==> src/rtl/core/bary_pkg.sv <==
`timescale 1ns / 1ps
`default_nettype none
// ----------------------------------------------------------------------------
// bary_pkg
// Shared types and constants of the barycentric weight core.
// ----------------------------------------------------------------------------
package bary_pkg;

	localparam int WEIGHT_BITS = 32;
	// quotient bits kept by the divider: integer and fraction part plus one rounding bit
	localparam int QUOT_BITS   = 33;

	typedef struct packed {
		logic neg_b;
		logic neg_c;
		logic degen;
		logic ovf_b;
		logic ovf_c;
	} bary_flags_t;

endpackage

`default_nettype wire

==> src/rtl/core/bary_out_if.sv <==
`timescale 1ns / 1ps
`default_nettype none
// ----------------------------------------------------------------------------
// bary_out_if
// Result item channel: three weights and status flags.
// ----------------------------------------------------------------------------
interface bary_out_if;
	logic               valid;
	logic               ready;
	logic signed [31:0] weight_a;
	logic signed [31:0] weight_b;
	logic signed [31:0] weight_c;
	logic               coords_valid;
	logic               saturated;

	modport source (
		output valid, weight_a, weight_b, weight_c, coords_valid, saturated,
		input  ready
	);
	modport sink (
		input  valid, weight_a, weight_b, weight_c, coords_valid, saturated,
		output ready
	);
endinterface

`default_nettype wire

==> src/rtl/core/bary_out.sv <==
`timescale 1ns / 1ps
`default_nettype none
// ----------------------------------------------------------------------------
// bary_out
// Rounding and saturation of the two quotients, then the corner 0 weight and
// the output register.
// ----------------------------------------------------------------------------
module bary_out
	import bary_pkg::*;
#(
	parameter int WEIGHT_FRAC_BITS = 16
) (
	input  wire                  clk,
	input  wire                  arst_n,
	input  wire                  in_v,
	output logic                 in_rdy,
	input  wire [QUOT_BITS-1:0]  quot_b,
	input  wire [QUOT_BITS-1:0]  quot_c,
	input  bary_flags_t          in_flags,
	bary_out_if.source           rsp
);
	localparam logic signed [WEIGHT_BITS-1:0] W_MAX = {1'b0, {(WEIGHT_BITS-1){1'b1}}};
	localparam logic signed [WEIGHT_BITS-1:0] W_MIN = {1'b1, {(WEIGHT_BITS-1){1'b0}}};
	localparam logic [QUOT_BITS-1:0] MAG_MIN = QUOT_BITS'(1) << (WEIGHT_BITS - 1);
	localparam logic signed [WEIGHT_BITS+1:0] ONE =
		(WEIGHT_BITS+2)'(1) << WEIGHT_FRAC_BITS;

	logic v_s1, v_s2;
	logic adv1, adv2;

	logic signed [WEIGHT_BITS-1:0] wb_s1, wc_s1;
	logic                          sat_s1, degen_s1;

	logic [QUOT_BITS-1:0]          mr_b, mr_c;
	logic signed [WEIGHT_BITS-1:0] wb, wc;
	logic                          sb, sc;
	logic signed [WEIGHT_BITS+1:0] wa_sum;
	logic                          sa;

	assign mr_b = QUOT_BITS'(({1'b0, quot_b} + 1'b1) >> 1);
	assign mr_c = QUOT_BITS'(({1'b0, quot_c} + 1'b1) >> 1);

	always_comb begin
		if (in_flags.ovf_b) begin
			sb = 1'b1;
			wb = in_flags.neg_b ? W_MIN : W_MAX;
		end else if (in_flags.neg_b) begin
			sb = (mr_b > MAG_MIN);
			wb = sb ? W_MIN : -WEIGHT_BITS'(mr_b);
		end else begin
			sb = (mr_b > QUOT_BITS'(W_MAX));
			wb = sb ? W_MAX : WEIGHT_BITS'(mr_b);
		end
		if (in_flags.ovf_c) begin
			sc = 1'b1;
			wc = in_flags.neg_c ? W_MIN : W_MAX;
		end else if (in_flags.neg_c) begin
			sc = (mr_c > MAG_MIN);
			wc = sc ? W_MIN : -WEIGHT_BITS'(mr_c);
		end else begin
			sc = (mr_c > QUOT_BITS'(W_MAX));
			wc = sc ? W_MAX : WEIGHT_BITS'(mr_c);
		end
	end

	assign wa_sum = ONE - (WEIGHT_BITS+2)'(wb_s1) - (WEIGHT_BITS+2)'(wc_s1);
	assign sa     = (wa_sum[WEIGHT_BITS+1:WEIGHT_BITS-1] != '0) &&
	                (wa_sum[WEIGHT_BITS+1:WEIGHT_BITS-1] != '1);

	assign adv2      = !v_s2 || rsp.ready;
	assign adv1      = !v_s1 || adv2;
	assign in_rdy    = adv1;
	assign rsp.valid = v_s2;

	always_ff @(posedge clk or negedge arst_n) begin
		if (!arst_n) begin
			v_s1 <= 1'b0;
			v_s2 <= 1'b0;
		end else begin
			if (adv1) v_s1 <= in_v;
			if (adv2) v_s2 <= v_s1;
		end
	end

	always_ff @(posedge clk) begin
		if (adv1) begin
			wb_s1    <= wb;
			wc_s1    <= wc;
			sat_s1   <= sb || sc;
			degen_s1 <= in_flags.degen;
		end
		if (adv2) begin
			if (degen_s1) begin
				rsp.weight_a     <= '0;
				rsp.weight_b     <= '0;
				rsp.weight_c     <= '0;
				rsp.coords_valid <= 1'b0;
				rsp.saturated    <= 1'b0;
			end else begin
				rsp.weight_a     <= sa ? (wa_sum[WEIGHT_BITS+1] ? W_MIN : W_MAX)
				                       : WEIGHT_BITS'(wa_sum);
				rsp.weight_b     <= wb_s1;
				rsp.weight_c     <= wc_s1;
				rsp.coords_valid <= 1'b1;
				rsp.saturated    <= sat_s1 || sa;
			end
		end
	end

endmodule

`default_nettype wire

==> src/flat_wrapper.sv <==
// flat-port wrapper written by rule: the top's interface ports become plain ports
module bary_out_flat import bary_pkg::*;
#(
	parameter int WEIGHT_FRAC_BITS = 16
)
  (clk, arst_n, in_v, in_rdy, quot_b, quot_c, in_flags, rsp_valid, rsp_weight_a, rsp_weight_b, rsp_weight_c, rsp_coords_valid, rsp_saturated, rsp_ready);
  bary_out_if rsp_i ();
  input  wire clk;
  input  wire arst_n;
  input  wire in_v;
  output logic in_rdy;
  input  wire [QUOT_BITS-1:0] quot_b;
  input  wire [QUOT_BITS-1:0] quot_c;
  input  bary_flags_t in_flags;
  output wire logic [$bits(rsp_i.valid)-1:0] rsp_valid;
  output wire logic [$bits(rsp_i.weight_a)-1:0] rsp_weight_a;
  output wire logic [$bits(rsp_i.weight_b)-1:0] rsp_weight_b;
  output wire logic [$bits(rsp_i.weight_c)-1:0] rsp_weight_c;
  output wire logic [$bits(rsp_i.coords_valid)-1:0] rsp_coords_valid;
  output wire logic [$bits(rsp_i.saturated)-1:0] rsp_saturated;
  input wire logic [$bits(rsp_i.ready)-1:0] rsp_ready;
  assign rsp_valid = rsp_i.valid;
  assign rsp_weight_a = rsp_i.weight_a;
  assign rsp_weight_b = rsp_i.weight_b;
  assign rsp_weight_c = rsp_i.weight_c;
  assign rsp_coords_valid = rsp_i.coords_valid;
  assign rsp_saturated = rsp_i.saturated;
  assign rsp_i.ready = rsp_ready;
  bary_out #(.WEIGHT_FRAC_BITS(WEIGHT_FRAC_BITS)) u_core (.clk(clk), .arst_n(arst_n), .in_v(in_v), .in_rdy(in_rdy), .quot_b(quot_b), .quot_c(quot_c), .in_flags(in_flags), .rsp(rsp_i));
endmodule
==> config.mk <==
export PLATFORM = sky130hd
export DESIGN_NAME = bary_out_flat
export DESIGN_NICKNAME = d
export VERILOG_FILES = /design/src/rtl/core/bary_pkg.sv /design/src/rtl/core/bary_out_if.sv /design/src/rtl/core/bary_out.sv /design/src/flat_wrapper.sv
export SDC_FILE = /design/constraint.sdc
export NUM_CORES = 1
export LEC_CHECK = 0
export BUFFER_PORTS_ARGS = -buffer_cell sky130_fd_sc_hd__buf_2
export CORE_MARGIN = 4
export CORE_UTILIZATION = 55
export CTS_CLUSTER_SIZE = 16
export DETAILED_ROUTE_END_ITERATION = 16
export PLACE_DENSITY = 0.77
export SLEW_MARGIN = 20
export SYNTH_ARGS = -nofsm -noshare
export SYNTH_HDL_FRONTEND = slang
export SYNTH_SLANG_ARGS = --single-unit
==> constraint.sdc <==
create_clock -name clk -period 6.94 [get_ports clk]
set_input_delay 0.347 -clock clk [delete_from_list [all_inputs] [get_ports clk]]
set_output_delay 0.347 -clock clk [all_outputs]
set_load 0.02 [all_outputs]
==> results of run 1 <==
kinds of logic after synthesis:
group | synth area share
muxes | 0.006482
buffers and inverters | 0.05608
and+or+nand+nor | 0.2176
AOI/OAI and AO/OA | 0.1875
adders and majority gates | 0.07032
xor gates and xnor gates | 0.07150
DFF | 0.3905
sequential cells by signal, indices dropped and copies added (netlist names):
register                 cells
u_core.degen_s1              1
u_core.rsp.coords_valid      1
u_core.rsp.saturated         1
u_core.rsp.valid             1
u_core.rsp.weight_a         32
u_core.rsp.weight_b         32
u_core.rsp.weight_c         32
u_core.sat_s1                1
u_core.v_s1                  1
u_core.wb_s1                32
u_core.wc_s1                32
cell usage in the layout, fill, tap and decap left out, types with 6 or more instances in the layout:
cell / count
buf_2: 174
edfxtp_1: 164
nor2_1: 120
inv_1: 89
o21ai_0: 74
nand2_1: 70
ha_1: 70
xnor2_1: 60
a21oi_1: 59
nand4_1: 48
xor2_1: 44
nand3_1: 41
nor3_1: 40
a21o_1: 39
and3_1: 37
a22oi_1: 27
and2_1: 24
nor4_1: 23
o21ai_1: 22
or3_1: 17
clkbuf_16: 17
nand2b_1: 14
nor2b_1: 14
a31oi_1: 12
or4_1: 11
and4_1: 10
o21bai_1: 10
a211oi_1: 8
o21a_1: 8
a221oi_2: 7
buf_4: 7
mux2i_1: 6
o31ai_1: 6
o2111ai_1: 6
nand4b_1: 6
o22ai_1: 6
metrics by stage:
stage / util / hold slack, ns / worst slack, ns
2_1_floorplan: - / 0.05141 / 3.420
3_3_place_gp: 0.6014 / 0.1319 / 2.264
3_5_place_dp: 0.6014 / 0.1334 / 2.214
4_1_cts: 0.6284 / 0.09178 / 2.346
5_1_grt: 0.6288 / 0.1032 / 2.213
6_report: 0.6289 / 0.09895 / 2.547
layer usage:
layer	wire length (microns)	vias to the layer above	share of wire	global-route usage
met3	2586	52	0.074	0.04335
met1	15640	5176	0.45	0.3805
met2	15990	493	0.46	0.4198
met4	822	2	0.023	0.08056
li1	-	5384	-	-
met5	17	-	0.00048	0
area by class of cell:
type	count	area, sq um
tap	285	356.6
fill	1915	8427
multi-input combinational	1037	7073
antenna	1	2.502
timing repair buffer	182	933.4
clock inverter	14	175.2
inverter	90	337.8
clock buffer	18	429.2
sequential	166	4975
power breakdown:
| part | switching, mW | internal, mW | leakage (nW) |
|---|---|---|---|
| sequential | 0.0506 | 1.30 | 1.72 |
| combinational | 0.761 | 0.403 | 3.91 |
| clock | 0.387 | 0.570 | 0.294 |
| total | 1.20 | 2.28 | 5.92 |
final timing paths:
kind	from	to	slack, ns	cells after the start
setup / recovery	quot_c[1]	u_core.sat_s1	2.55	11
hold / removal	in_v	u_core.v_s1	0.1	2
setup reg to reg	u_core.wc_s1[1]	u_core.rsp.weight_a[5]	2.66	14
hold reg to reg	u_core.v_s1	u_core.rsp.valid	0.47	1
max in group asynchronous	arst_n	u_core.v_s1	6.63	2
min in group asynchronous	arst_n	u_core.rsp.valid	0.21	2
critical path, stage by stage:
cell	delay, ns
buf_2	0.14
ha_1	0.42
inv_1	0.20
nor4_1	0.71
nand3_1	0.18
xor2_1	0.34
nand3_1	0.22
or4_4	0.58
o21ai_2	0.86
o2111ai_1	0.29
a31o_1	0.28
==> qor.yml, run 1 <==
status:
  status: "complete, no violations"
timing:
  final_hold_viol_count: 0
  setup_tns_ns: 0
  fmax_ghz: 0.2277
  rsz0062_at_grt: "false"
  slew-limit-headroom: 0.2852
  fin_skew_ns: 0.01944
  setup_viol: 0
  finalCritPeriodShare: 0.6329
  post-route-min-period_ns: 4.393
  tightest_slew_ns: 1.072
  drv_slew: 0
logic_synthesis:
  synthFlopType: "edfxtp_1"
  synth_nets: 1519
  ys_seq_elements: 166
  synth_area_leaders: "edfxtp_1, ha_1, xnor2_1"
  synth_cell_type_count: 89
  synth_top_area_share: 0.3866
  yosysSeqAreaShare: 0.3905
  synthTopCellsByCount: "edfxtp_1, nor2_1, inv_1"
  synth_area_leader_cell: "edfxtp_1"
  syn_area_sq_mm: 0.01274
  synthMostInstantiatedCell: "edfxtp_1"
  synth_edf_count: 164
  synth_warnings: 0
  syn_inst: 1373
  ys_async_sr_fraction: 0.01205
  syn_area_per_cell_sq_um: 9.279
routing:
  post_drt_wl_per_cell_microns: 19.55
  via_per_inst: 6.195
  vias: 11110
  routed_wl_microns: 35060
  drc: 0
  dr.pass1.iters: 5
  drt_iter0_markers: 918
  drtAntennaViolNets: 0
grt:
  grt_usage: 0.2666
  grt_pass1_wl_microns: 55270
  grt_max_degree: 74
  overflow: 0
  grt_pass1_vias: 10180
  antenna_found_initial: 2
cts:
  cts.sinks: 166
  cts_resized: 0
  postCtsSetupBuffers: 0
  path_clk_slew_ns: 0.06
  root_buffer: "clkbuf_16"
  cts_max_level: 4
  clk_latency_ns: 0.43
  ctsLongestPathBuffers: 2
  cts_tree: "yes"
  cts_buffers: 17
  cts_hold_buf: 1
die:
  rows: 55
  ios: 175
  fp.dieW_microns: 160.2
  die_area_sq_mm: 0.02566
  initial_core_util: 0.5610
  die_h_microns: 160.2
  design.core.area_sq_mm: 0.02271
cells_and_area:
  nets: 1640
  drive_above_1_share: 0.1712
  stdcell_count: 1793
  syn_to_final_growth_pct: 12.11
  stdcell_area_sq_mm: 0.01428
critical_path:
  arrival_ns: 4.57
  cp-start-kind: "input pin"
  critPathMaxFanout: 30
  critical_path_class: "in2reg"
  cp-end-kind: "flop"
  required_ns: 7.12
power_and_ir_drop:
  leakage_nw: 5.924
  power_mw: 3.475
  p_per_area_mw_per_mm2: 243.3
  vdd_drop_max_mv: 0.1944
placed_design:
  place_area_sq_mm: 0.01366
  numPortBuffers: 174
  gp_congestion: 0.9589
  dp_cells: 1759
  hpwlAfterDp_microns: 27550
worst_hold_path:
  hold_path_class: "in2reg"
flow_run:
  maxCapViolations: 0
No activity file was read; power rests on OpenSTA's default activity.
==> inputs of run 2 (changes only) <==
CORE_UTILIZATION = 54   (was 55)
PLACE_DENSITY = 0.79   (was 0.77)
clock period = 3.9 ns   (was 6.94 ns; I/O delays follow)
==> qor.yml, run 2 (synthesis results as in run 1) <==
die:
  ios: 175  # unchanged
  fp.dieW_microns: 161.6  # +0.87%
  design.core.area_sq_mm: 0.02292  # +0.91%
  die_area_sq_mm: 0.02611  # +1.8%
  die_h_microns: 161.6  # +0.87%
  initial_core_util: 0.5559  # -0.005054
  rows: 55  # unchanged
routing:
  vias: 11360  # +2.3%
  via_per_inst: 6.067  # -2.1%
  routed_wl_microns: 35230  # +0.50%
  drt_iter0_markers: 941  # +2.5%
  drc: 0  # unchanged
  drtAntennaViolNets: 0  # unchanged
  dr.pass1.iters: 6  # +1
  post_drt_wl_per_cell_microns: 18.81  # -3.8%
cts:
  cts_tree: "yes"
  cts_max_level: 4  # unchanged
  root_buffer: "clkbuf_16"
  cts.sinks: 166  # unchanged
  path_clk_slew_ns: 0.07  # about the same
  ctsLongestPathBuffers: 2  # unchanged
  cts_buffers: 17  # unchanged
  clk_latency_ns: 0.43  # about the same
power_and_ir_drop:
  leakage_nw: 6.202  # +4.7%
  vdd_drop_max_mv: 0.3358  # +73%
  power_mw: 6.286  # +81%
  p_per_area_mw_per_mm2: 425.2  # +75%
cells_and_area:
  layout_common_cells: "buf_2, edfxtp_1, nor2_1"
  fin_util: 0.6451  # +0.01617
  syn_to_final_growth_pct: 16.04
  nets: 1693  # +3.2%
  drive_above_1_share: 0.2013  # +0.03008
  diodes: 0  # -1
  stdcell_area_sq_mm: 0.01478  # +3.5%
  final_common_cell: "buf_2"
placed_design:
  place_area_sq_mm: 0.01410  # +3.2%
  hpwlAfterDp_microns: 27960  # +1.5%
  numPortBuffers: 174  # unchanged
  gp_congestion: 0.9636  # +0.49%
timing:
  finalCritPeriodShare: 0.9630
  tightest_slew_ns: 0.8029  # -0.2692 ns
  setup_tns_ns: 0  # unchanged
  drv_slew: 0  # unchanged
  final_hold_viol_count: 0  # unchanged
  setup_viol: 0  # unchanged
  slew-limit-headroom: 0.4648  # +0.1796
  fin_skew_ns: 0.01046  # -0.008985 ns
  fmax_ghz: 0.2663
  post-route-min-period_ns: 3.756
critical_path:
  reg2regPathDepth: 15  # +1
  critPathTopFamily: "compound AO/OA/AOI/OAI gates"
  critPathMaxFanout: 28  # -6.7%
  critical_path_class: "reg2reg"
  cp_num_cells: 15  # +4
  cp-end-kind: "flop"
  required_ns: 4.06  # -3.06 ns
  cpPeakStageDelay_ns: 0.43  # -0.43 ns
  critical_path_buf_inv_count: 4  # +2
  slowest_stage: "a2111oi_1"
  path_cells: "inv_1 > ha_1 > ha_1 > a21oi_1 > o21ai_0 > a2111oi_1 > a21oi_1 > a31oi_1 > o41ai_2 > xor2_1 > buf_4 > buf_4 > o211ai_1 > buf_6 > o21ai_0"
  arrival_ns: 3.92  # -0.65 ns
  cp-start-kind: "flop"
grt:
  grt_pass1_wl_microns: 56190  # +1.7%
  grt_max_degree: 68  # -8.1%
  antenna_found_initial: 1  # -1
  grt_usage: 0.2659  # -0.0006606
  overflow: 0  # unchanged
  grt_pass1_vias: 10610  # +4.2%
worst_hold_path:
  hold_path_class: "in2async"
status:
  status: "complete, no violations"
flow_run:
  maxCapViolations: 0  # unchanged
run 2: area by class of cell:
cell class,instances,area (sq um)
Fill cell,1865,8133
Multi-Input combinational cell,1037,7089
Sequential cell,166,4975
Inverter,90,337.8
Clock buffer,17,425.4
Clock inverter,15,182.7
Timing Repair Buffer,235,1381
Tap cell,313,391.6
run 2: worst paths after layout:
| check | slack [ns] | end | from |
|---|---|---|---|
| max in group asynchronous | 3.74 | u_core.v_s1 | arst_n |
| min in group clk | 0.19 | u_core.degen_s1 | rsp_ready |
| worst max register to register | 0.14 | u_core.rsp.weight_a[22] | u_core.wc_s1[18] |
| worst min-delay path | 0.07 | u_core.rsp.valid | arst_n |
| worst min register to register | 0.47 | u_core.rsp.valid | u_core.v_s1 |
| worst max-delay path | 0.14 | u_core.rsp.weight_a[22] | u_core.wc_s1[18] |
run 2: power by group:
part | switching (mW) | total (mW) | internal, mW
Clock | 0.741 | 1.71 | 0.973
Sequential | 0.0767 | 2.39 | 2.32
Combinational | 1.39 | 2.18 | 0.787
run 2: stage by stage:
| step | hold WS, ns | setup slack [ns] | cells |
|---|---|---|---|
| after floorplan | -0.1006 | 0.4448 | 1373 |
| after global placement | -0.01947 | 0.1513 | 1836 |
| after detailed placement | -0.01747 | 0.01727 | 1836 |
| after CTS | 0.06434 | 0.03203 | 1871 |
| after global routing | 0.06127 | -0.04343 | 1873 |
| final | 0.06970 | 0.1444 | 1873 |
run 2: worst register-to-register path, delay by kind of cell, from the launching register on:
family / cells / cell delay [ns]
compound gates: 8 / 1.62
buf+inv: 4 / 0.68
fa+ha+maj: 2 / 0.64
flops: 1 / 0.38
xor+xnor: 1 / 0.17
run 2: what timing repair did:
item                                   CTS  global route
pin swaps                                0             2
endpoints found under the hold margin    4             0
setup endpoints to repair                2            31
hold buffers                             3             0
gates resized for setup                  1             6
buffers inserted                         0             2
run 2: layer usage:
metal | up-vias | global-route usage | share of wire
met5 | - | 0 | 0.00037
met4 | 2 | 0.06669 | 0.019
met3 | 50 | 0.03623 | 0.071
met2 | 494 | 0.4263 | 0.46
met1 | 5337 | 0.3835 | 0.45
li1 | 5481 | - | -
==> inputs of run 3 (changes only) <==
CORE_UTILIZATION = 24   (was 54)
PLACE_DENSITY = default   (was 0.79)
==> qor.yml, run 3 (synthesis results as in run 1) <==
critical_path:
  ff2ff_setup_slack_ns: 0.16  # +0.02 ns
  arrival_ns: 3.91  # about the same
  cp-start-kind: "flop"
  required_ns: 4.07  # about the same
  cp-end-kind: "flop"
  reg2regPathDepth: 13  # -2
  critPathMaxFanout: 14  # -50%
  critical_path_class: "reg2reg"
timing:
  fmax_ghz: 0.2674  # +0.44%
  setup_viol: 0  # unchanged
  finalCritPeriodShare: 0.9588  # -0.004214
  tightest_slew_ns: 0.8477  # +0.04480 ns
  slew-limit-headroom: 0.4349  # -0.02987
  final_hold_viol_count: 0  # unchanged
  post-route-min-period_ns: 3.739  # -0.01643 ns
  fin_skew_ns: 0.01601  # +0.005557 ns
  drv_slew: 0  # unchanged
grt:
  antenna_found_initial: 1  # unchanged
  grt_pass1_wl_microns: 64060  # +14%
  overflow: 0  # unchanged
  met3_usage: 0.02265  # -0.01358
  top_usage_layer: "met2"
  grt_usage: 0.1432  # -0.1227
  grt_max_degree: 67  # -1.5%
  gr-usage-met1: 0.1980  # -0.1855
  met2_usage: 0.2347  # -0.1915
  grt_pass1_vias: 10750  # +1.4%
cts:
  cts_tree: "yes"
  cts.sinks: 166  # unchanged
  root_buffer: "clkbuf_16"
  clk_latency_ns: 0.45  # +0.02 ns
  path_clk_slew_ns: 0.07  # about the same
  cts_buffers: 17  # unchanged
  ctsLongestPathBuffers: 2  # unchanged
  cts_max_level: 4  # unchanged
placed_design:
  gp_congestion: 0.9328  # -3.2%
  numPortBuffers: 174  # unchanged
  hpwlAfterDp_microns: 34490  # +23%
status:
  status: "complete, no violations"
die:
  die_area_sq_mm: 0.05683  # +120%
  fp.dieW_microns: 238.4  # +48%
  design.core.area_sq_mm: 0.05255  # +130%
  die_h_microns: 238.4  # +48%
  initial_core_util: 0.2424  # -0.3135
  ios: 175  # unchanged
  rows: 84  # +53%
cells_and_area:
  fin_util: 0.2907  # -0.3544
  layout_common_cells: "buf_2, edfxtp_1, nor2_1"
  diodes: 0  # unchanged
  syn_to_final_growth_pct: 19.92
  drive_above_1_share: 0.2066  # +0.005351
  nets: 1701  # +0.47%
  final_common_cell: "buf_2"
power_and_ir_drop:
  vdd_drop_max_mv: 0.3012  # -10%
  p_per_area_mw_per_mm2: 408.0  # -4.1%
  leakage_nw: 6.229  # +0.43%
  power_mw: 6.233  # -0.85%
routing:
  dr.pass1.iters: 5  # -1
  drt_iter0_markers: 949  # +0.85%
  drc: 0  # unchanged
  post_drt_wl_per_cell_microns: 18.65  # -0.85%
  routed_wl_microns: 42070  # +19%
  drtAntennaViolNets: 0  # unchanged
  via_per_inst: 5.028  # -17%
  vias: 11340  # -0.18%
flow_run:
  maxCapViolations: 0  # unchanged
worst_hold_path:
  hold_path_class: "in2async"
## run 3: critical path: stages, from the launching register on
cell       delay [ns]
edfxtp_1         0.36
inv_1            0.12
ha_1             0.25
ha_1             0.37
a21oi_1          0.25
o21ai_0          0.22
a2111oi_2        0.43
a21oi_1          0.17
a31oi_4          0.22
o41ai_4          0.11
xor2_2           0.21
o211ai_1         0.29
buf_2            0.31
o21ai_0          0.14
## run 3: path summary, 6_finish.rpt
path                                  start                 endpoint
min                                  arst_n         u_core.rsp.valid
max reg2reg                u_core.wc_s1[18]  u_core.rsp.weight_a[16]
max in group asynchronous            arst_n              u_core.v_s1
min in group clk                  rsp_ready          u_core.degen_s1
min reg2reg                     u_core.v_s1         u_core.rsp.valid
max                        u_core.wc_s1[18]  u_core.rsp.weight_a[16]
## run 3: stage by stage
stage	worst slack [ns]	hold WS [ns]	std cells	cell area (sq um)	setup TNS (ns)
final	0.1608	0.06582	2256	15280	0
after global routing	-0.07006	0.06119	2256	15280	-1.154
after CTS	0.2432	0.04252	2250	15180	0
after detailed placement	-0.07067	-0.01751	2215	14600	-0.1123
after global placement	-0.06830	-0.02031	2215	14600	-0.06830
after floorplan	0.4448	-0.1006	1373	12740	0
## run 3: power breakdown
group | internal (mW) | switching [mW]
Sequential | 2.32 | 0.0929
Combinational | 0.793 | 1.45
Clock | 0.856 | 0.722
## run 3: final cells by class
cell class | instances | area (sq um)
inverters | 90 | 337.8
flip-flops and latches | 166 | 4975
fillers | 5586 | 37270
multi-input cells | 1037 | 7117
well taps | 688 | 860.8
clock buffers | 20 | 456.7
clock inverters | 12 | 95.09
repair buffers | 243 | 1435
## run 3: per-layer routing
layer | up-vias | wire length, microns
met3 | 38 | 2199
li1 | 5510 | -
met1 | 5448 | 19350
met4 | 2 | 727
met2 | 346 | 19790
met5 | - | 13
## run 3: timing repair
action / in CTS / in global routing
endpoints found under the setup margin: 0 / 31
setup buffers: 0 / 5
hold buffers: 3 / 0
hold endpoints to repair: 4 / 0
resized for setup: 0 / 11
